### config.mk
export PLATFORM = sky130hd
export DESIGN_NAME = ulbp_hist_store
export DESIGN_NICKNAME = d
export VERILOG_FILES = /design/src/design/uniform_lbp_cell_histogram_defines.svh /design/src/design/ulbp_pkg.sv /design/src/design/ulbp_hist_store.sv
export SDC_FILE = /design/constraint.sdc
export NUM_CORES = 2
export LEC_CHECK = 0
export ABC_CLOCK_PERIOD_IN_PS = 3400
export BUFFER_PORTS_ARGS = -buffer_cell sky130_fd_sc_hd__buf_2
export CAP_MARGIN = 40
export CORE_MARGIN = 3
export CORE_UTILIZATION = 60
export DETAILED_ROUTE_END_ITERATION = 16
export PLACE_DENSITY = 0.74
export SLEW_MARGIN = 20
export SYNTH_ARGS = -nofsm -noshare
export SYNTH_HDL_FRONTEND = slang
export SYNTH_MEMORY_MAX_BITS = 65536
export SYNTH_SLANG_ARGS = --single-unit
### constraint.sdc
create_clock -name clk -period 3.4 [get_ports clk]
set_input_delay 0.51 -clock clk [delete_from_list [all_inputs] [get_ports clk]]
set_output_delay 0.51 -clock clk [all_outputs]
set_load 0.02 [all_outputs]
### src/design/uniform_lbp_cell_histogram_defines.svh
// Assertion macros shared by the uniform LBP histogram RTL.
// Plain text macros only; no dependencies.
`ifndef UNIFORM_LBP_CELL_HISTOGRAM_DEFINES_SVH
`define UNIFORM_LBP_CELL_HISTOGRAM_DEFINES_SVH

// Same-cycle implication, disabled while reset is asserted.
`define ULBP_ASSERT_NOW(label, clk, rst_n, ante, cons, msg) \
    label: assert property (@(posedge clk) disable iff (!rst_n) (ante) |-> (cons)) \
        else $error(msg);

// Next-cycle implication, disabled while reset is asserted.
`define ULBP_ASSERT_NEXT(label, clk, rst_n, ante, cons, msg) \
    label: assert property (@(posedge clk) disable iff (!rst_n) (ante) |=> (cons)) \
        else $error(msg);

`endif

### src/design/ulbp_pkg.sv
// Shared types, constants and the uniform-bin lookup for the LBP histogram block.
// No dependencies; every design module imports this package.
package ulbp_pkg;

    localparam int DEF_MAX_WIDTH = 1024;
    localparam int DEF_GRID_X    = 2;
    localparam int DEF_GRID_Y    = 2;

    localparam int BIN_COUNT      = 59;
    localparam int NONUNIFORM_BIN = 58;
    localparam int MAX_HEIGHT     = 1024;
    localparam int MIN_DIM        = 3;

    localparam int PIXEL_W   = 8;
    localparam int LINE_DW   = 2 * PIXEL_W;
    localparam int BIN_W     = 6;
    localparam int COUNT_W   = 18;
    localparam int ROW_W     = 10;
    localparam int EXT_W     = 13;
    localparam int IMG_W     = 11;
    localparam int CELL_SZ_W = 9;

    localparam int APB_ADDR_W = 4;
    localparam int APB_DATA_W = 32;

    localparam logic [COUNT_W-1:0] COUNT_MAX = {COUNT_W{1'b1}};

    localparam logic [IMG_W-1:0]     RST_IMAGE_WIDTH  = IMG_W'(64);
    localparam logic [IMG_W-1:0]     RST_IMAGE_HEIGHT = IMG_W'(64);
    localparam logic [CELL_SZ_W-1:0] RST_CELL_WIDTH   = CELL_SZ_W'(31);
    localparam logic [CELL_SZ_W-1:0] RST_CELL_HEIGHT  = CELL_SZ_W'(31);

    typedef enum logic [1:0] {
        REQ_PIXEL = 2'd0,
        REQ_READ  = 2'd1,
        REQ_FRAME = 2'd2
    } req_t;

    typedef enum logic [1:0] {
        REG_IMAGE_WIDTH  = 2'd0,
        REG_IMAGE_HEIGHT = 2'd1,
        REG_CELL_WIDTH   = 2'd2,
        REG_CELL_HEIGHT  = 2'd3
    } reg_idx_t;

    typedef struct packed {
        logic [IMG_W-1:0]     image_width;
        logic [IMG_W-1:0]     image_height;
        logic [CELL_SZ_W-1:0] cell_width;
        logic [CELL_SZ_W-1:0] cell_height;
    } cfg_t;

    typedef logic [BIN_W-1:0] bin_table_t [256];

    // At most two circular 0/1 transitions around the eight neighbours.
    function automatic logic is_uniform(logic [7:0] c);
        logic [7:0] rot;
        logic [7:0] diff;
        int         n;
        rot  = {c[6:0], c[7]};
        diff = c ^ rot;
        n    = 0;
        for (int i = 0; i < 8; i++) begin
            n = n + int'(diff[i]);
        end
        return (n <= 2);
    endfunction

    // Uniform codes are numbered in increasing code order; the rest share one bin.
    function automatic bin_table_t build_bin_table();
        bin_table_t tbl;
        int         k;
        k = 0;
        for (int c = 0; c < 256; c++) begin
            if (is_uniform(8'(c))) begin
                tbl[c] = BIN_W'(k);
                k      = k + 1;
            end else begin
                tbl[c] = BIN_W'(NONUNIFORM_BIN);
            end
        end
        return tbl;
    endfunction

    localparam bin_table_t UNIFORM_BIN_TABLE = build_bin_table();

endpackage

### src/design/ulbp_hist_store.sv
// Histogram count memory, one read and one write port, with per-entry valid bits.
// Depends on ulbp_pkg; a write forwards to a read of the same entry in that cycle.
module ulbp_hist_store #(
    parameter int GRID_X       = ulbp_pkg::DEF_GRID_X,
    parameter int GRID_Y       = ulbp_pkg::DEF_GRID_Y,
    localparam int HIST_DEPTH  = GRID_X * GRID_Y * ulbp_pkg::BIN_COUNT,
    localparam int HIST_AW     = $clog2(HIST_DEPTH)
) (
    input  logic                         clk,
    input  logic                         rst_n,
    input  logic                         rd_en,
    input  logic [HIST_AW-1:0]           rd_addr,
    input  logic                         wr_en,
    input  logic [HIST_AW-1:0]           wr_addr,
    input  logic [ulbp_pkg::COUNT_W-1:0] wr_data,
    output logic [ulbp_pkg::COUNT_W-1:0] rd_data
);
    import ulbp_pkg::*;

    logic [COUNT_W-1:0]    hist_ram [HIST_DEPTH];
    logic [COUNT_W-1:0]    rd_data_reg;
    logic [HIST_DEPTH-1:0] valid_reg;

    assign rd_data = rd_data_reg;

    always_ff @(posedge clk or negedge rst_n)
    begin
        if (!rst_n)
        begin
            valid_reg <= '0;
        end
        else if (wr_en)
        begin
            valid_reg[wr_addr] <= 1'b1;
        end
    end

    always_ff @(posedge clk)
    begin
        if (wr_en)
        begin
            hist_ram[wr_addr] <= wr_data;
        end
        if (rd_en)
        begin
            priority if (wr_en && (wr_addr == rd_addr))
            begin
                rd_data_reg <= wr_data;
            end
            else if (!valid_reg[rd_addr])
            begin
                rd_data_reg <= '0;
            end
            else
            begin
                rd_data_reg <= hist_ram[rd_addr];
            end
        end
    end

endmodule

==> results.toml <==
[global_route]
grt-busiest-layer = "met2"
grt_pass1_vias = 95200
grtUsageMet1 = 0.491
grt_util_met2 = 0.534
antenna_found_initial = 47
grt_overflow = 0
grt_max_degree = 113
track_usage = 0.366
grt_pass1_wl_mm = 747
met3_usage = 0.124

[timing]
slew_violations = 0
setup_viol_count_final = 1
period_share = 1.01
setup_tns_ps = -19.6
hold_slack_ps = 53.1
slew_headroom = 0.293
finalHoldViolCount = 0
rsz0062_at_grt = "no"
finalClockSkew_ps = 95.2
worst_pin_slew_ps = 1060
fin_crit_ps = 3420
setup_ws_ps = -19.6
clock.fmax_mhz = 292

[floorplanning]
ioPinCount = 56
dieArea_um2 = 296000
start_util = 0.606
coreArea_um2 = 286000
die_y_um = 544
die_x_um = 544
rows = 196

[power_and_ir_drop]
p_total_mw = 117
p_seq_frac = 0.522
power.share.switching = 0.222
p_switching_mw = 26.1
p_comb_frac = 0.064
p_leak_nw = 68.2
clkPwrFrac = 0.414
power_density_nw_per_um2 = 580
intPower_mw = 91.3
vdd_drop_max_mv = 0.521

[synth]
synthCells = 8131
syn_nets = 8169
synth.area.mux_share = 0.151
ys_ff_latch = 4502
yosys_warnings = 0
yosysUniqueCellTypes = 76
synth-edff-count = 4266
seq_area_frac_synth = 0.773
netlist_area_um2 = 173000
syn_area_per_cell_um2 = 21.3
synth_compound_area_frac = 0.0341
synthArstFlopShare = 0.0524
synth_adder_area_share = 0
synth_top_family_by_area = "multiplexers"
synth-simple-area-share = 0.0251
synth_xor_area_frac = 0.000404
synth_top_flop_cell = "edfxtp_1"

[routing]
dr.pass1.iters = 9
drc = 0
detail_route.wl_per_cell_um = 39.7
vias = 96800
first_iter_violations = 17700
wirelength_mm = 537
antenna_left = 0
viasPerCell = 7.16

[setup_path]
r2r_slack_ps = 90
crit_type = "input pin to flop"
rr_endpoint = "rd_data[11]$_DFFE_PP_"
start_kind = "input pin"
crit_required_ps = 4090
critPathArrivalTime_ps = 4110
r2r-start = "valid_reg[170]$_DFFE_PN0P_"
cp-end-kind = "flop"
crit_path_max_fanout = 19
reg2reg_depth = 11

[cells_and_area]
largest_reg_flops = 4248
area_growth_pct = 16.7
fill_cells = 16300
final_nets = 9402
regArea_um2 = 134000
drive_above_1_share = 0.351
design_area_um2 = 202000
multi_input_area_um2 = 37300

[worst_hold_path]
hold_class = "input pin to flop"
min_from = "wr_data[17]"
hold_depth = 1
whs_endpoint = "hist_ram[109][17]$_DFFE_PP_"

[place]
placed_area_um2 = 188000
io_buffers = 55
post-place-ws_ps = -951
dp_hpwl_mm = 329
gp_routability_congestion = 0.945

[clock_network]
cts_setup_buffers = 0
cts_max_level = 5
clk_latency_ps = 1020
cts_sinks = 4502
cts_max_path_buffers = 4
cts_tree = "done"
clk_pin_slew_ps = 70
numCtsBuffers = 432
cts-root-buf = "clkbuf_16"

[run]
cap_violations = 0

[outcome]
failed_checks = "setup timing"
outcome = "complete, but fails checks"
==> worst max path at each step <==
stage	startpoint	end	slack [ps]	cells past startpoint
2_1_floorplan	rd_addr[0]	rd_data[14]$_DFFE_PP_	400	12
3_3_place_gp	rd_addr[0]	rd_data[4]$_DFFE_PP_	-910	12
3_5_place_dp	rd_addr[0]	rd_data[13]$_DFFE_PP_	-950	14
4_1_cts	rd_addr[0]	rd_data[4]$_DFFE_PP_	50	13
5_1_grt	valid_reg[168]$_DFFE_PN0P_	rd_data[11]$_DFFE_PP_	70	11
6_report	rd_addr[0]	rd_data[4]$_DFFE_PP_	-20	13
==> routing by layer <==
layer / part of all wire / vias to the layer above
met4: 0.069 / 8
met5: 0.000093 / -
li1: - / 36500
met2: 0.45 / 8730
met1: 0.33 / 49900
met3: 0.16 / 1688
==> what timing repair did <==
item                       CTS  global route
resized for setup            0             2
hold endpoints to repair    82            26
hold buffers                 1             2
setup endpoints to repair    0             3
==> layout by cell type, fill, tap and decap left out, types with 17 or more instances in the layout <==
cell       instances
edfxtp_1        4266
buf_4           1051
mux4_2           982
clkbuf_16        434
mux2i_1          388
or2_2            236
dfrtp_1          236
nor2_2           235
nand2_1          208
buf_12           163
a21oi_1          158
a22oi_1          153
clkinv_2          87
clkinv_1          87
clkbuf_1          84
o21ai_0           79
o22ai_1           70
o221ai_1          67
nor2_1            63
a211oi_1          61
nand3_1           55
a221oi_1          53
clkbuf_8          51
bufinv_16         41
buf_2             35
diode_2           32
a22o_1            32
a31oi_1           29
clkinv_16         18
nand4_1           17
==> cells in the mapped netlist (68+ instances only) <==
master	n	area, um^2
edfxtp_1	4266	128000
mux4_2	982	22100
mux2i_1	388	3880
nor2_1	300	1130
dfrtp_1	236	5910
or2_2	236	1480
nand2_1	208	781
clkbuf_1	201	754
a21oi_1	158	791
a22oi_1	153	1150
buf_2	96	480
o21ai_0	79	395
o22ai_1	70	438
buf_4	68	510
==> stage by stage <==
step | std cells | util
floorplan | 8131 | -
global placement | 12700 | 0.655
detailed placement | 12700 | 0.655
CTS | 13500 | 0.706
global route | 13500 | 0.706
finish | 13500 | 0.706
==> critical path, cell delays in order <==
cell      delay (ps)
buf_12           250
buf_12           230
buf_12           230
buf_4            370
mux4_2           540
a22o_1           280
a211oi_1         470
buf_4            210
a311oi_1          50
buf_2            230
nor3_2           410
o31a_1           170
o21ai_1           60
==> power groups by stage <==
| stage | logic (mW) | clock network (mW) | registers, mW |
|---|---|---|---|
| 2_1_floorplan | 3.19 | 0 | 62.3 |
| 3_3_place_gp | 7.08 | 0 | 62.3 |
| 3_5_place_dp | 7.24 | 0 | 62.4 |
| 4_1_cts | 7.32 | 48.7 | 61.2 |
| 5_1_grt | 7.68 | 50.9 | 61.2 |
| 6_report | 7.57 | 48.6 | 61.2 |
==> cells by family (layout without fill, tap and decap cells) <==
family	count (synthesis)	in the layout
compound gates	838	838
other cells	0	32
mux	1384	1384
xor+xnor	8	8
buf+inv	491	2097
flops	4502	4502
simple gates	908	908
==> area by class of cell <==
| class | instances | area share |
|---|---|---|
| antenna | 32 | 0.000396 |
| clock buffer | 551 | 0.0575 |
| clock inverter | 256 | 0.0138 |
| inverter | 8 | 0.000216 |
| multi-input combinational | 3138 | 0.184 |
| sequential | 4502 | 0.662 |
| tap | 3762 | 0.0233 |
| timing repair buffer | 1282 | 0.0585 |
(Power assumes the default switching activity.)
