**config.mk**
```make
export PLATFORM = sky130hd
export DESIGN_NAME = ulbp_code_unit
export DESIGN_NICKNAME = d
export VERILOG_FILES = /design/src/design/uniform_lbp_cell_histogram_defines.svh /design/src/design/ulbp_pkg.sv /design/src/design/ulbp_code_unit.sv
export SDC_FILE = /design/constraint.sdc
export NUM_CORES = 1
export LEC_CHECK = 0
export BUFFER_PORTS_ARGS = -buffer_cell sky130_fd_sc_hd__buf_4
export CELL_PAD_IN_SITES_DETAIL_PLACEMENT = 1
export CELL_PAD_IN_SITES_GLOBAL_PLACEMENT = 1
export CORE_ASPECT_RATIO = 1.2
export CORE_MARGIN = 2
export CORE_UTILIZATION = 50
export DETAILED_ROUTE_END_ITERATION = 16
export PLACE_DENSITY_LB_ADDON = 0.2
export SYNTH_ARGS = -nofsm -noshare
export SYNTH_HDL_FRONTEND = slang
export SYNTH_SLANG_ARGS = --single-unit
```
**constraint.sdc**
```tcl
create_clock -name clk -period 14.05 [get_ports clk]
set_input_delay 4.215 -clock clk [delete_from_list [all_inputs] [get_ports clk]]
set_output_delay 4.215 -clock clk [all_outputs]
set_load 0.03 [all_outputs]
```
**src/design/uniform_lbp_cell_histogram_defines.svh**
```systemverilog
// Assertion macros shared by the uniform LBP histogram RTL.
// Plain text macros only; no dependencies.
`ifndef UNIFORM_LBP_CELL_HISTOGRAM_DEFINES_SVH
`define UNIFORM_LBP_CELL_HISTOGRAM_DEFINES_SVH

// Same-cycle implication, disabled while reset is asserted.
`define ULBP_ASSERT_NOW(label, clk, rst_n, ante, cons, msg) \
    label: assert property (@(posedge clk) disable iff (!rst_n) (ante) |-> (cons)) \
        else $error(msg);

// Next-cycle implication, disabled while reset is asserted.
`define ULBP_ASSERT_NEXT(label, clk, rst_n, ante, cons, msg) \
    label: assert property (@(posedge clk) disable iff (!rst_n) (ante) |=> (cons)) \
        else $error(msg);

`endif

```
**src/design/ulbp_pkg.sv**
```systemverilog
// Shared types, constants and the uniform-bin lookup for the LBP histogram block.
// No dependencies; every design module imports this package.
package ulbp_pkg;

    localparam int DEF_MAX_WIDTH = 1024;
    localparam int DEF_GRID_X    = 2;
    localparam int DEF_GRID_Y    = 2;

    localparam int BIN_COUNT      = 59;
    localparam int NONUNIFORM_BIN = 58;
    localparam int MAX_HEIGHT     = 1024;
    localparam int MIN_DIM        = 3;

    localparam int PIXEL_W   = 8;
    localparam int LINE_DW   = 2 * PIXEL_W;
    localparam int BIN_W     = 6;
    localparam int COUNT_W   = 18;
    localparam int ROW_W     = 10;
    localparam int EXT_W     = 13;
    localparam int IMG_W     = 11;
    localparam int CELL_SZ_W = 9;

    localparam int APB_ADDR_W = 4;
    localparam int APB_DATA_W = 32;

    localparam logic [COUNT_W-1:0] COUNT_MAX = {COUNT_W{1'b1}};

    localparam logic [IMG_W-1:0]     RST_IMAGE_WIDTH  = IMG_W'(64);
    localparam logic [IMG_W-1:0]     RST_IMAGE_HEIGHT = IMG_W'(64);
    localparam logic [CELL_SZ_W-1:0] RST_CELL_WIDTH   = CELL_SZ_W'(31);
    localparam logic [CELL_SZ_W-1:0] RST_CELL_HEIGHT  = CELL_SZ_W'(31);

    typedef enum logic [1:0] {
        REQ_PIXEL = 2'd0,
        REQ_READ  = 2'd1,
        REQ_FRAME = 2'd2
    } req_t;

    typedef enum logic [1:0] {
        REG_IMAGE_WIDTH  = 2'd0,
        REG_IMAGE_HEIGHT = 2'd1,
        REG_CELL_WIDTH   = 2'd2,
        REG_CELL_HEIGHT  = 2'd3
    } reg_idx_t;

    typedef struct packed {
        logic [IMG_W-1:0]     image_width;
        logic [IMG_W-1:0]     image_height;
        logic [CELL_SZ_W-1:0] cell_width;
        logic [CELL_SZ_W-1:0] cell_height;
    } cfg_t;

    typedef logic [BIN_W-1:0] bin_table_t [256];

    // At most two circular 0/1 transitions around the eight neighbours.
    function automatic logic is_uniform(logic [7:0] c);
        logic [7:0] rot;
        logic [7:0] diff;
        int         n;
        rot  = {c[6:0], c[7]};
        diff = c ^ rot;
        n    = 0;
        for (int i = 0; i < 8; i++) begin
            n = n + int'(diff[i]);
        end
        return (n <= 2);
    endfunction

    // Uniform codes are numbered in increasing code order; the rest share one bin.
    function automatic bin_table_t build_bin_table();
        bin_table_t tbl;
        int         k;
        k = 0;
        for (int c = 0; c < 256; c++) begin
            if (is_uniform(8'(c))) begin
                tbl[c] = BIN_W'(k);
                k      = k + 1;
            end else begin
                tbl[c] = BIN_W'(NONUNIFORM_BIN);
            end
        end
        return tbl;
    endfunction

    localparam bin_table_t UNIFORM_BIN_TABLE = build_bin_table();

endpackage

```
**src/design/ulbp_code_unit.sv**
```systemverilog
// 3x3 window registers, eight-neighbour comparison code and uniform-bin lookup.
// Depends on ulbp_pkg for the bin table.
module ulbp_code_unit (
    input  logic                         clk,
    input  logic                         rst_n,
    input  logic                         shift_en,
    input  logic [ulbp_pkg::PIXEL_W-1:0] pixel,
    input  logic [ulbp_pkg::PIXEL_W-1:0] top,
    input  logic [ulbp_pkg::PIXEL_W-1:0] mid,
    output logic [7:0]                   code,
    output logic [ulbp_pkg::BIN_W-1:0]   bin
);
    import ulbp_pkg::*;

    // 0,1: top row; 2,3: middle row; 4,5: bottom row; odd index is the newer column
    logic [PIXEL_W-1:0] win_reg [6];
    logic [PIXEL_W-1:0] ctr;

    assign ctr = win_reg[3];

    always_comb
    begin
        code = {win_reg[0] >= ctr, win_reg[1] >= ctr, top >= ctr, mid >= ctr,
                pixel >= ctr, win_reg[5] >= ctr, win_reg[4] >= ctr, win_reg[2] >= ctr};
        bin  = UNIFORM_BIN_TABLE[code];
    end

    always_ff @(posedge clk or negedge rst_n)
    begin
        if (!rst_n)
        begin
            for (int i = 0; i < 6; i++)
            begin
                win_reg[i] <= '0;
            end
        end
        else if (shift_en)
        begin
            win_reg[0] <= win_reg[1];
            win_reg[1] <= top;
            win_reg[2] <= win_reg[3];
            win_reg[3] <= mid;
            win_reg[4] <= win_reg[5];
            win_reg[5] <= pixel;
        end
    end

endmodule

```
==> results.md <==
- The run finished with clean final reports.
- Of all nets on the critical path, the largest fanout is 14.
- The final RePlAce weighted congestion is 0.9550.
- The number of global-route vias before repair came to 3,736.
- The part of the Yosys area used for sequential elements is 31.04%.
- After routing the design area is 4374 sq um.
- The number of vias after detailed routing is 3,335.
- The overall fraction of global-route tracks in use is 27.12%.
- Entering global routing, the biggest net connects 61 pins.
- The placed instance area is 4253 sq um.
- The post-synth net total is 501.
- The worst register-to-register path ends at ctr[7].
- The leakage power is 2.017 nW.
- Tracing the worst setup path back leads to its startpoint at pixel[0].
- By count the netlist is led by sky130_fd_sc_hd__ha_1 (70), sky130_fd_sc_hd__dfrtp_1 (48), sky130_fd_sc_hd__mux2_2 (36).
- Counting every sink on the clock net gives 48.
- The total clock buffers created by CTS is 5.
- In this run the tool buffered the top-level ports with 40 buffer cells.
- The critical path data arrival time is 7.66 ns.
- The critical path endpoint category is a primary output.
- The fmax is 84.21 MHz.
- Clock-pin slew was measured on the worst setup and hold paths at 0.09 ns.
- The full die area is 8463 sq um.
- The tightest min-delay check is of the reg2reg type.
- The average instance in the mapped netlist occupies 9.579 sq um.
- The initial detailed-routing violation count is 90.
- The first global-routing pass estimated 18,290 um of wire.
- The register with the most flip-flops in the layout has 40 of them.
- 0 antenna diodes ended up in the layout.
- Setup repair after global routing left no endpoint under its margin.
- The number of gates resized after CTS was 0.
- For this run, design rule violations remaining after detail routing come to 0.
- The kind of start point of the critical path is an input pin.
- The detail route stage leaves a number of antenna-violating nets equal to 0.
- The iteration count of the initial detailed-routing pass is 4.
- Across the VDD grid, the largest voltage drop is 0.07271 mV.
- The clock tree from TritonCTS is done.
- The tightest hold margin is 0.4987 ns.
- In the synthesized netlist the async set-or-reset flop fraction comes to 100.0%.
- The total power of the final layout is 0.5466 mW.
- Once the floorplan was initialized, standard cells occupied 51.08% of the core.
- The aggregate routed wire length is 10,930 um.
- The tree is rooted in a sky130_fd_sc_hd__clkbuf_8.
- The setup slack after layout is 2.175 ns.
- The floorplan step defined a core boundary enclosing 7576 sq um.
- The detail-routed net length per standard cell is 20.50 um.
- The worst-margin pin slew is 1.050 ns.
- The smallest clock period supported by the final layout is computed as 11.87 ns.
- The die is 84.31 um wide.
- The total power divided by cell area is 125.0 nW/um^2.
- The origin of the critical flop-to-flop path is ctr[7].
- In the synthesized netlist the dominant register cell turns out to be sky130_fd_sc_hd__dfrtp_1.
- The category of the critical setup timing path is in2out.
- The HPWL reported at the end of detailed placement is 8198 um.
- The setup fix buffers added after clock tree synthesis is 0.
- Counting along the longest clock path gives a buffer depth of 2.
- The worst register-to-register path has a setup slack of 13.04 ns.
- The die extent in y is 100.4 um.
- The worst setup slack before clock tree synthesis is 2.282 ns.
- The number of distinct standard cells referenced by the synthesized netlist is 53.
- The number of inserted filler cells in the final layout is 875.
- The fraction of the core area covered by cells at the end of the flow is 57.74%.
- The biggest area contributor in the post-synthesis netlist is sky130_fd_sc_hd__dfrtp_1.
- The cell depth of the worst flop-to-flop path is 2.
- STA puts the critical path data required time at 9.84 ns.
- The area added between synthesis and finish is 13.03%.
- The total overflow left after global routing is 0.
- The mapped cell area is 3870 sq um.
- The final-report max-slew violation count is 0.
- The number of hold buffers added after CTS was 0.
- The headroom to the max-slew limit is 29.53%.
- Counting flops and latches in the post-synthesis netlist gives 48.
- Cells with a size suffix above 1 make up 22.00% of the layout.
- At the later pin of the worst-skew pair, clock insertion delay measures 0.31 ns.
- The net count of the finished layout is 537.
- The final worst-path cycle share is 84.52%.
- Yosys instantiated no cell more often than sky130_fd_sc_hd__ha_1.
- The floorplan has 35 rows.
- The count of max-cap constraint violations is 0.
- The number of endpoints failing setup at the final stage is 0.
- In this run the count of I/O pins placed on the die edge is 41.
- By area the synthesized netlist is led by sky130_fd_sc_hd__dfrtp_1 (31%), sky130_fd_sc_hd__ha_1 (23%), sky130_fd_sc_hd__mux2_2 (10%).
- The number of antenna violations at the first check in global routing was 0.
- The per-cell via count in the routed design is 6.257.
- The worst setup skew after layout is 0.007373 ns.
- The top-area cell type share of the netlist area is 31.04%.
- The total number of H-tree levels is 2.
- The last element of the critical path is bin[3].
- The total of warnings raised by yosys is 0.
- Setup total negative slack on the finished layout was measured at 0 ns.
- The count of final hold-check violations is 0.
- The number of instances in the synthesized netlist is 404.
- The number of standard cells in the layout, taps in and fillers out is 533.
- Counting flops with a built-in enable in the synthesized netlist gives 0.
- The number of cells after detailed placement is 525.
[where the power goes]
group | switching, mW | internal, mW | leakage, nW
Combinational | 0.169 | 0.104 | 1.38
Clock | 0.0489 | 0.0582 | 0.0614
Sequential | 0.0117 | 0.154 | 0.571
[area by class of cell]
type / count / area [sq um] / share of cell area [%]
Multi-Input combinational cell: 313 / 2505 / 57.27
Clock inverter: 2 / 38.79 / 0.8867
Inverter: 29 / 108.9 / 2.489
Sequential cell: 48 / 1201 / 27.46
Tap cell: 92 / 115.1 / 2.632
Clock buffer: 6 / 82.58 / 1.888
Timing Repair Buffer: 43 / 322.8 / 7.380
[placed cells by master, fill, tap and decap left out, drive strengths merged, types with 5 or more instances in the layout]
cell	netlist	final
nand2	29	29
nand3	14	14
nor2	22	22
nand4	5	5
mux2	36	36
a211oi	8	8
ha	70	70
buf	3	43
o22ai	7	7
nor3	7	7
inv	29	29
o2111ai	5	5
o211ai	7	7
dfrtp	48	48
a21oi	21	21
nand2b	6	6
clkbuf	11	6
o21ai	31	31
[routing by layer]
layer  GRT usage, %  up-vias  wire (um)
li1               -     1582          -
met1          30.58     1618       4442
met2          50.24      101       5752
met3          3.947       34        387
met4          12.41        0        346
met5              0        -          0
[how the worst min path moves through the flow]
stage                start     endpoint  slack [ns]  cells after the start
2_1_floorplan  win_reg[32]  win_reg[40]        0.45                      2
3_3_place_gp    win_reg[0]   win_reg[8]        0.47                      2
3_5_place_dp   win_reg[32]  win_reg[40]        0.48                      2
4_1_cts        win_reg[32]  win_reg[40]        0.50                      2
5_1_grt        win_reg[32]  win_reg[40]        0.52                      2
6_report       win_reg[32]  win_reg[40]        0.50                      2
[cell families (layout without fill, tap and decap cells)]
kind of cell / after synthesis / in the layout / synth area share [%]
multiplexers: 36 / 36 / 10.48
AO/OA/AOI/OAI: 113 / 113 / 19.92
adder cells (fa/ha/maj): 70 / 70 / 22.63
buffers and inverters: 43 / 80 / 4.235
AND/OR/NAND/NOR: 94 / 94 / 11.70
flip-flops: 48 / 48 / 31.04
[critical path, stage by stage]
cell and delay [ns]:
sky130_fd_sc_hd__buf_4 0.08, sky130_fd_sc_hd__inv_1 0.03, sky130_fd_sc_hd__ha_1 0.28, sky130_fd_sc_hd__nand2b_1 0.16, sky130_fd_sc_hd__a2111o_1 0.45, sky130_fd_sc_hd__a211oi_2 0.73
sky130_fd_sc_hd__inv_2 0.29, sky130_fd_sc_hd__nor3_2 0.42, sky130_fd_sc_hd__nand2_2 0.17, sky130_fd_sc_hd__o22ai_1 0.23, sky130_fd_sc_hd__a211oi_1 0.08, sky130_fd_sc_hd__o32a_1 0.35
sky130_fd_sc_hd__buf_4 0.17
Power figures use the tool's default switching activity.
