===== src/design/uniform_lbp_cell_histogram_defines.svh =====
// Assertion macros shared by the uniform LBP histogram RTL.
// Plain text macros only; no dependencies.
`ifndef UNIFORM_LBP_CELL_HISTOGRAM_DEFINES_SVH
`define UNIFORM_LBP_CELL_HISTOGRAM_DEFINES_SVH

// Same-cycle implication, disabled while reset is asserted.
`define ULBP_ASSERT_NOW(label, clk, rst_n, ante, cons, msg) \
    label: assert property (@(posedge clk) disable iff (!rst_n) (ante) |-> (cons)) \
        else $error(msg);

// Next-cycle implication, disabled while reset is asserted.
`define ULBP_ASSERT_NEXT(label, clk, rst_n, ante, cons, msg) \
    label: assert property (@(posedge clk) disable iff (!rst_n) (ante) |=> (cons)) \
        else $error(msg);

`endif


===== src/design/ulbp_pkg.sv =====
// Shared types, constants and the uniform-bin lookup for the LBP histogram block.
// No dependencies; every design module imports this package.
package ulbp_pkg;

    localparam int DEF_MAX_WIDTH = 1024;
    localparam int DEF_GRID_X    = 2;
    localparam int DEF_GRID_Y    = 2;

    localparam int BIN_COUNT      = 59;
    localparam int NONUNIFORM_BIN = 58;
    localparam int MAX_HEIGHT     = 1024;
    localparam int MIN_DIM        = 3;

    localparam int PIXEL_W   = 8;
    localparam int LINE_DW   = 2 * PIXEL_W;
    localparam int BIN_W     = 6;
    localparam int COUNT_W   = 18;
    localparam int ROW_W     = 10;
    localparam int EXT_W     = 13;
    localparam int IMG_W     = 11;
    localparam int CELL_SZ_W = 9;

    localparam int APB_ADDR_W = 4;
    localparam int APB_DATA_W = 32;

    localparam logic [COUNT_W-1:0] COUNT_MAX = {COUNT_W{1'b1}};

    localparam logic [IMG_W-1:0]     RST_IMAGE_WIDTH  = IMG_W'(64);
    localparam logic [IMG_W-1:0]     RST_IMAGE_HEIGHT = IMG_W'(64);
    localparam logic [CELL_SZ_W-1:0] RST_CELL_WIDTH   = CELL_SZ_W'(31);
    localparam logic [CELL_SZ_W-1:0] RST_CELL_HEIGHT  = CELL_SZ_W'(31);

    typedef enum logic [1:0] {
        REQ_PIXEL = 2'd0,
        REQ_READ  = 2'd1,
        REQ_FRAME = 2'd2
    } req_t;

    typedef enum logic [1:0] {
        REG_IMAGE_WIDTH  = 2'd0,
        REG_IMAGE_HEIGHT = 2'd1,
        REG_CELL_WIDTH   = 2'd2,
        REG_CELL_HEIGHT  = 2'd3
    } reg_idx_t;

    typedef struct packed {
        logic [IMG_W-1:0]     image_width;
        logic [IMG_W-1:0]     image_height;
        logic [CELL_SZ_W-1:0] cell_width;
        logic [CELL_SZ_W-1:0] cell_height;
    } cfg_t;

    typedef logic [BIN_W-1:0] bin_table_t [256];

    // At most two circular 0/1 transitions around the eight neighbours.
    function automatic logic is_uniform(logic [7:0] c);
        logic [7:0] rot;
        logic [7:0] diff;
        int         n;
        rot  = {c[6:0], c[7]};
        diff = c ^ rot;
        n    = 0;
        for (int i = 0; i < 8; i++) begin
            n = n + int'(diff[i]);
        end
        return (n <= 2);
    endfunction

    // Uniform codes are numbered in increasing code order; the rest share one bin.
    function automatic bin_table_t build_bin_table();
        bin_table_t tbl;
        int         k;
        k = 0;
        for (int c = 0; c < 256; c++) begin
            if (is_uniform(8'(c))) begin
                tbl[c] = BIN_W'(k);
                k      = k + 1;
            end else begin
                tbl[c] = BIN_W'(NONUNIFORM_BIN);
            end
        end
        return tbl;
    endfunction

    localparam bin_table_t UNIFORM_BIN_TABLE = build_bin_table();

endpackage


===== src/design/ulbp_cfg_regs.sv =====
// APB-style configuration registers: image size and grid cell size.
// Depends on ulbp_pkg for the register map and the cfg_t bundle.
module ulbp_cfg_regs (
    input  logic                           clk,
    input  logic                           rst_n,
    input  logic                           psel,
    input  logic                           penable,
    input  logic                           pwrite,
    input  logic [ulbp_pkg::APB_ADDR_W-1:0] paddr,
    input  logic [ulbp_pkg::APB_DATA_W-1:0] pwdata,
    output logic [ulbp_pkg::APB_DATA_W-1:0] prdata,
    output logic                           pready,
    output ulbp_pkg::cfg_t                 cfg
);
    import ulbp_pkg::*;

    cfg_t     cfg_reg;
    reg_idx_t reg_idx;
    logic     wr_en;

    assign pready  = 1'b1;
    assign wr_en   = psel && penable && pwrite && pready;
    assign reg_idx = reg_idx_t'(paddr[APB_ADDR_W-1:2]);
    assign cfg     = cfg_reg;

    always_ff @(posedge clk or negedge rst_n)
    begin
        if (!rst_n)
        begin
            cfg_reg.image_width  <= RST_IMAGE_WIDTH;
            cfg_reg.image_height <= RST_IMAGE_HEIGHT;
            cfg_reg.cell_width   <= RST_CELL_WIDTH;
            cfg_reg.cell_height  <= RST_CELL_HEIGHT;
        end
        else if (wr_en)
        begin
            unique case (reg_idx)
                REG_IMAGE_WIDTH:  cfg_reg.image_width  <= pwdata[IMG_W-1:0];
                REG_IMAGE_HEIGHT: cfg_reg.image_height <= pwdata[IMG_W-1:0];
                REG_CELL_WIDTH:   cfg_reg.cell_width   <= pwdata[CELL_SZ_W-1:0];
                REG_CELL_HEIGHT:  cfg_reg.cell_height  <= pwdata[CELL_SZ_W-1:0];
            endcase
        end
    end

    always_comb
    begin
        unique case (reg_idx)
            REG_IMAGE_WIDTH:  prdata = APB_DATA_W'(cfg_reg.image_width);
            REG_IMAGE_HEIGHT: prdata = APB_DATA_W'(cfg_reg.image_height);
            REG_CELL_WIDTH:   prdata = APB_DATA_W'(cfg_reg.cell_width);
            REG_CELL_HEIGHT:  prdata = APB_DATA_W'(cfg_reg.cell_height);
        endcase
    end

endmodule


===== config.mk =====
export PLATFORM = sky130hd
export DESIGN_NAME = ulbp_cfg_regs
export DESIGN_NICKNAME = d
export VERILOG_FILES = /design/src/design/uniform_lbp_cell_histogram_defines.svh /design/src/design/ulbp_pkg.sv /design/src/design/ulbp_cfg_regs.sv
export SDC_FILE = /design/constraint.sdc
export NUM_CORES = 1
export LEC_CHECK = 0
export ABC_CLOCK_PERIOD_IN_PS = 1010
export BUFFER_PORTS_ARGS = -buffer_cell sky130_fd_sc_hd__buf_2
export CAP_MARGIN = 0
export CORE_MARGIN = 3
export CORE_UTILIZATION = 40
export DETAILED_ROUTE_END_ITERATION = 10
export PLACE_DENSITY = 0.85
export REMOVE_ABC_BUFFERS = 1
export SETUP_SLACK_MARGIN = 0.15
export SLEW_MARGIN = 20
export SYNTH_ARGS = -nofsm -noshare
export SYNTH_HDL_FRONTEND = slang
export SYNTH_SLANG_ARGS = --single-unit

===== constraint.sdc =====
create_clock -name clk -period 1.01 [get_ports clk]
set_clock_uncertainty 0.2 [all_clocks]
set_input_delay 0.0505 -clock clk [delete_from_list [all_inputs] [get_ports clk]]
set_output_delay 0.0505 -clock clk [all_outputs]
set_load 0.1 [all_outputs]

==> out/results.env, run 1 <==
GRT_MOST_USED_LAYER='met2'
DRT_ITER0_MARKERS=135
TIMING.FINAL.SETUP_VIOLATIONS=91
TOTAL_OF_MAX_CAP_VIOLATIONS=0
MAPPEDNETLISTAREA_UM2=2020
LEAKAGE_uW=0.00211
CRITPATHREQUIREDTIME_PS=760
FAILED_CHECKS='negative hold slack, negative setup slack'
CLOCK_INSERTION_DELAY_WORST_SKEW_PS=300
TRITONCTS='yes'
ANTENNA_FOUND_INITIAL=0
TIMING.FINAL.MAX_SLEW_VIOLATIONS=0
CLOCK_TRANSITION_AT_THE_REGISTERS_OF_THE_REPORTED_PATHS_PS=100
REPORT.FINAL.HOLD_VIOL_COUNT=40
ENDPOINT_KIND='output port'
WHS_PS=-181
GLOBALROUTEMET2UTIL_PCT=42.5
PERIOD_SHARE_PCT=172
DRT_DRC_VIOLATIONS_LEFT=0
VIA_COUNT=1841
CLOCK-SINKS=40
FRACTION_OF_LAYOUT_CELLS_WITH_A_SIZE_SUFFIX_ABOVE_1_PCT=81.1
MIN_PATH_CELLS=2
SETUP.WORST_PATH.CLASS='reg2out'
DRT_PRE_ANTENNA_ITERS=4
REG2REG_SETUP_SLACK_PS=-290
CTS_BUFFER_DEPTH=2
CTS_HOLD_FIX_BUFS=1
NETS=331
MIN-DELAY-START='pwdata[9]'
FP.DIEH_UM=77.1
WL_PER_CELL_UM=24.2
SYNTH-WARNING-COUNT=0
GRT_SETUP_UNREPAIRED='yes'
GR-TOTAL-OVERFLOW=0
FIN_SETUP_TNS_PS=-27660
CTS_ROOT_BUFFER='clkbuf_8'
ROUTE.ANTENNA.REMAINING_NETS=0
PEAKVDDDROP_mV=2.12
SYNTHESIS.AREA_PER_INSTANCE_UM2=15.8
GRT_START_MAX_NET_PINS=41
ANTENNA_CELLS=0
FILLERS=160
TIMING.RR.END='cfg[6]$_DFFE_PN0P_'
GLOBAL_ROUTE_WIRE_LENGTH_BEFORE_REPAIR_UM=11600
IOS=114
INITIAL_UTILIZATION_PCT=42.0
MIN_TO='cfg[38]$_DFFE_PN0P_'
SYNTH.DISTINCT_CELLS=17
PLACE.DETAILED.HPWL_UM=4240
PWR_DENSITY_CELL_nW_PER_UM2=2910
PLACEMENT.IO_BUFFERS=68
CTS-HTREE-LEVELS=2
FINALCRITICALPERIOD_PS=1740
AREA_OVERHEAD_OF_THE_LAYOUT_RELATIVE_TO_SYNTHESIS_PCT=116
REGTOREGSTARTPOINT='cfg[6]$_DFFE_PN0P_'
MAX_FREQ_MHz=576
GRT.MET1_USAGE_PCT=33.0
FLOORPLAN.ROWS=25
NETLIST_INSTANCES=128
CORE_REGION_AREA_UM2=4820
RUN_STATUS='complete, but fails checks'
DIEAREA_UM2=5950
HOLD_CLASS='in2reg'
YOSYSSEQAREASHARE_PCT=50.2
GRTUSAGETOTAL_PCT=25.8
CRIT_FANOUT=2
FINALWORSTSETUPSLACK_PS=-726
CP.ARRIVAL_PS=1490
GRT_PASS1_VIAS=1871
CRITPATHLAUNCHTYPE='flip-flop'
GP_CONGESTION=0.744
LARGEST_REGISTER_FF_COUNT=40
DRT_WL_TOTAL_UM=8650
GLOBALROUTEMET3UTIL_PCT=7.51
WORST-R2R-CELL-COUNT=4
PER_CELL_VIA_COUNT_IN_THE_ROUTED_DESIGN=5.14
CTS_BUFFERS=5
HORIZONTAL_DIE_DIMENSION_UM=77.1
PLACE_WS_PS=-631
SYNTH.FF_LATCH_COUNT=40
-- critical path, cell delays in order (launching register included) --
cell	delay, ps
dfrtp_1	430
mux4_2	540
buf_12	200
-- cell type report --
class | instances | area [um^2] | share of cell area, %
Clock inverter | 1 | 5.00 | 0.115
Clock buffer | 7 | 76.3 | 1.75
Sequential cell | 40 | 1020 | 23.3
Tap cell | 67 | 83.8 | 1.92
Timing Repair Buffer | 162 | 2200 | 50.4
Multi-Input combinational cell | 81 | 986 | 22.6
-- worst max-delay path by stage --
stage,slack [ps],startpoint,to,cells after the start
2_1_floorplan,-1600,cfg[28]$_DFFE_PN0P_,prdata[10],2
3_3_place_gp,-540,paddr[2],prdata[1],3
3_5_place_dp,-630,paddr[2],cfg[36]$_DFFE_PN0P_,5
4_1_cts,-650,cfg[5]$_DFFE_PN0P_,prdata[5],2
5_1_grt,-740,cfg[25]$_DFFE_PN0P_,prdata[7],2
6_report,-730,cfg[7]$_DFFE_PN0P_,prdata[7],2
-- report_power, final --
group | total, uW | internal [uW] | switching (uW)
clock network | 1110 | 487 | 619
registers | 2420 | 2060 | 364
logic | 9180 | 3820 | 5360
-- cell families after synthesis --
group / share of synthesized area [%]
simple gates: 3.52
flops: 50.2
mux: 34.5
other cells: 0.371
buf+inv: 11.4
-- timing repair --
item	4_1_cts	5_1_grt
cloned	2	0
resized for setup	135	38
endpoints found under the hold margin	80	40
pin swaps	6	3
setup buffers	13	26
endpoints found under the setup margin	91	91
-- per-stage QoR --
| stage | total power (uW) | util (%) | cell area [um^2] | instances |
|---|---|---|---|---|
| 2_1_floorplan | 6860 | - | 1870 | 120 |
| 3_3_place_gp | 9570 | 69.4 | 3340 | 309 |
| 3_5_place_dp | 9700 | 69.4 | 3340 | 309 |
| 4_1_cts | 11800 | 83.6 | 4030 | 332 |
| 5_1_grt | 13000 | 90.6 | 4370 | 358 |
| 6_report | 12700 | 90.6 | 4370 | 358 |
-- cells in the mapped netlist, drive strengths merged --
cell | instances | area share [%]
nand3 | 1 | 0.87
buf | 28 | 11
mux2i | 2 | 0.99
dfrtp | 28 | 35
nor3b | 1 | 0.93
nor2 | 2 | 0.37
and3 | 1 | 0.56
dfstp | 12 | 16
mux2 | 40 | 22
nand3b | 1 | 0.37
and3b | 1 | 0.43
conb | 2 | 0.37
mux4 | 9 | 11
-- routing by layer --
layer / part of all wire (%) / vias to the layer above
li1: - / 743
met1: 37 / 945
met2: 51 / 130
met3: 8.2 / 23
met4: 3.3 / 0
met5: 0 / -
-- cells in the final DEF, fill, tap and decap left out, types with 2 or more instances in the layout --
| master | count |
|---|---|
| buf_8 | 3 |
| clkbuf_1 | 2 |
| clkbuf_8 | 5 |
| conb_1 | 22 |
| buf_2 | 13 |
| buf_4 | 10 |
| mux2_4 | 35 |
| dfrtp_1 | 28 |
| nor2_2 | 2 |
| nand3_4 | 2 |
| mux4_2 | 9 |
| dfstp_2 | 12 |
| mux2_2 | 5 |
| buf_12 | 51 |
| buf_6 | 82 |
No activity file was read; power rests on OpenSTA's default activity.
==> inputs of run 2 (changes only) <==
--- a/config.mk
+++ b/config.mk
@@ -8,8 +8,8 @@
 export ABC_CLOCK_PERIOD_IN_PS = 1010
 export BUFFER_PORTS_ARGS = -buffer_cell sky130_fd_sc_hd__buf_2
 export CAP_MARGIN = 0
-export CORE_MARGIN = 3
 export CORE_UTILIZATION = 40
+export CTS_BUF_LIST = sky130_fd_sc_hd__clkbuf_16
 export DETAILED_ROUTE_END_ITERATION = 10
 export PLACE_DENSITY = 0.85
 export REMOVE_ABC_BUFFERS = 1
==> run 2 against run 1 <==
  * The run still ends with negative hold slack, negative setup slack left
  * Sequential cell count is the same
  * First-iteration DRC count down 33%
  * Clock power is 37% higher
  * Setup slack better by 49 ps
  * Core utilization decreased by 1.7 points
  * Non-clock buffer count fell by 16
  * Sequential power barely moved
  * Cell area down 2.6%
  * Combinational power is 2% lower
  * Wire length shrank 3.8%
  * Register-to-register slack got worse by 40 ps
==> out/results.env, run 2 (synthesized netlist as in run 1, its figures left out) <==
MIN-DELAY-START='pwdata[10]'
FRACTION_OF_LAYOUT_CELLS_WITH_A_SIZE_SUFFIX_ABOVE_1_PCT=80.1  # -1.0 points
RUN_STATUS='complete, but fails checks'
P_SW_uW=6330  # -0.24%
TIMING.RR.END='cfg[29]$_DFFE_PN0P_'
INITIAL_UTILIZATION_PCT=42.3  # +0.27 points
TOTAL_OF_MAX_CAP_VIOLATIONS=0  # unchanged
CP.ARRIVAL_PS=1440  # -50 ps
REG2REG_SETUP_SLACK_PS=-330  # -40 ps
FAILED_CHECKS='negative hold slack, negative setup slack'
POWER.CLOCK.FRACTION_PCT=11.7  # +3.0 points
GRT_PASS1_VIAS=1813  # -3.1%
CRITPATHREQUIREDTIME_PS=760  # about the same
PER_CELL_VIA_COUNT_IN_THE_ROUTED_DESIGN=4.95  # -3.8%
ENDPOINT_KIND='output port'
SWITCHING_SHARE_PCT=48.8  # -1.1 points
LEAKAGE_uW=0.00204  # -3.2%
PERIOD_SHARE_PCT=167  # -4.8 points
IOS=114  # unchanged
POWER_uW=13000  # +2.0%
WHS_PS=-166  # +15.2 ps
NETS=316  # -4.5%
PWR-SHARE-COMB_PCT=69.6  # -2.6 points
WL_PER_CELL_UM=24.3  # +0.38%
DIEAREA_UM2=5350  # -10%
HOLD_CLASS='in2reg'
CLOCK_INSERTION_DELAY_WORST_SKEW_PS=280  # -20 ps
PEAKVDDDROP_mV=2.17  # +2.2%
REGTOREGSTARTPOINT='cfg[29]$_DFFE_PN0P_'
CTS-HTREE-LEVELS=2  # unchanged
GP_CONGESTION=0.692  # -7.0%
CRIT_PATH_CELL_TRACE='mux4_2 > buf_12'
SEQUENTIAL_POWER_SHARE_PCT=18.7  # -0.4 points
GRT_SETUP_UNREPAIRED='yes'
PLACE_WS_PS=-601  # +29.4 ps
CLOCK_TRANSITION_AT_THE_REGISTERS_OF_THE_REPORTED_PATHS_PS=60  # -40 ps
DRT_WL_TOTAL_UM=8320  # -3.8%
MIN_PATH_CELLS=2  # unchanged
CRITICAL_PATH.SLOWEST_CELL='mux4_2'
CTS_ROOT_BUFFER='clkbuf_16'
HORIZONTAL_DIE_DIMENSION_UM=73.1  # -5.2%
ANTENNA_FOUND_INITIAL=0  # unchanged
AREA_OVERHEAD_OF_THE_LAYOUT_RELATIVE_TO_SYNTHESIS_PCT=110
DRT_ITER0_MARKERS=91  # -33%
TIMING.FINAL.SETUP_VIOLATIONS=91  # unchanged
FINALCRITICALPERIOD_PS=1690  # -48.8 ps
PWR_DENSITY_CELL_nW_PER_UM2=3050  # +4.7%
MAX_FREQ_MHz=593  # +2.9%
CORE_REGION_AREA_UM2=4790  # -0.65%
PLACE.DETAILED.HPWL_UM=3940  # -6.9%
GRTUSAGETOTAL_PCT=27.9  # +2.1 points
FLOORPLAN.ROWS=25  # unchanged
INTERNAL_POWER_uW=6640  # +4.2%
WORST-R2R-CELL-COUNT=4  # unchanged
LAYOUT.CELLS.MOST_COMMON='buf_6'
CRIT_FANOUT=2  # unchanged
CRITPATHLAUNCHTYPE='flip-flop'
PLACEMENT.IO_BUFFERS=68  # unchanged
GRT_START_MAX_NET_PINS=38  # -7.3%
SETUP.WORST_PATH.CLASS='reg2out'
GLOBAL_ROUTE_WIRE_LENGTH_BEFORE_REPAIR_UM=10700  # -7.9%
DRT_PRE_ANTENNA_ITERS=4  # unchanged
CLOCK-SINKS=40  # unchanged
LARGEST_REGISTER_FF_COUNT=40  # unchanged
REPORT.FINAL.HOLD_VIOL_COUNT=40  # unchanged
MOST-COMMON-LAYOUT-CELLS='buf_6, buf_12, mux2_4'
TRITONCTS='yes'
ANTENNA_CELLS=0  # unchanged
TIMING.FINAL.MAX_SLEW_VIOLATIONS=0  # unchanged
ROUTE.ANTENNA.REMAINING_NETS=0  # unchanged
TIMING.CRITICAL_PATH.SLOWEST_CELL_DELAY_PS=540  # about the same
FINALWORSTSETUPSLACK_PS=-678  # +48.8 ps
DRT_DRC_VIOLATIONS_LEFT=0  # unchanged
FP.DIEH_UM=73.1  # -5.2%
MIN_TO='cfg[39]$_DFFE_PN0P_'
GR-TOTAL-OVERFLOW=0  # unchanged
VIA_COUNT=1697  # -7.8%
CTS_BUFFERS=5  # unchanged
CRIT_START='cfg[5]$_DFFE_PN0P_'
CTS_BUFFER_DEPTH=2  # unchanged
==> run 2: changes by cell type in the layout (fill, tap and decap cells not counted), sizes merged <==
cell / delta
buf: -15
clkbuf: -2
inv: +2
and3b: +1
bufbuf: -1
==> run 2: critical path, delay by kind of cell, from the launching register on <==
family / cells / cell delay, ps
DFF: 1 / 420
buffers and inverters: 1 / 190
muxes: 1 / 540
==> run 2: how the worst max path moves through the flow <==
stage                               end  slack (ps)  cells past startpoint
floorplan                    prdata[10]       -1600                      2
global placement    cfg[17]$_DFFE_PN0P_        -580                      3
detailed placement  cfg[17]$_DFFE_PN0P_        -600                      3
CTS                           prdata[5]        -610                      2
global route                  prdata[5]        -680                      2
finish                        prdata[5]        -680                      2
==> run 2: layout make-up <==
cell class,instances,area (um^2)
clock inverter,3,11.3
fill,180,531
sequential,40,1020
clock buffer,5,125
multi-input combinational,82,1000
tap,67,83.8
timing repair buffer,146,2020
==> run 2: repair_timing <==
item / CTS / global route
endpoints found under the hold margin: 80 / 80
setup buffers: 11 / 18
endpoints found under the setup margin: 91 / 128
hold buffers: 1 / 1
gates cloned: 2 / 0
pin swaps: 4 / 1
resized for setup: 122 / 38
==> run 2: per-layer routing <==
layer	vias to the layer above	share of wire, %	GRT usage, %
met5	-	0	0
met4	0	2.5	6.97
met3	16	7.5	6.63
met2	96	50	46.8
met1	875	40	36.2
li1	710	-	-
==> run 2: per-stage QoR <==
step	cell area [um^2]	util [%]	setup TNS, ps	cells
3_5_place_dp	3320	69.3	-23530	304
5_1_grt	4260	88.9	-26610	343
4_1_cts	3980	83.2	-19250	326
2_1_floorplan	1870	-	-34990	120
6_report	4260	88.9	-25340	343
3_3_place_gp	3320	69.3	-22260	304
==> run 2: power by group through the flow <==
stage / registers, uW / clock network [uW] / logic [uW]
after floorplan: 5100 / 0 / 1760
after global placement: 2260 / 0 / 7290
after detailed placement: 2300 / 0 / 7370
after CTS: 2340 / 1480 / 8330
after global routing: 2440 / 1600 / 9190
final: 2430 / 1520 / 9020
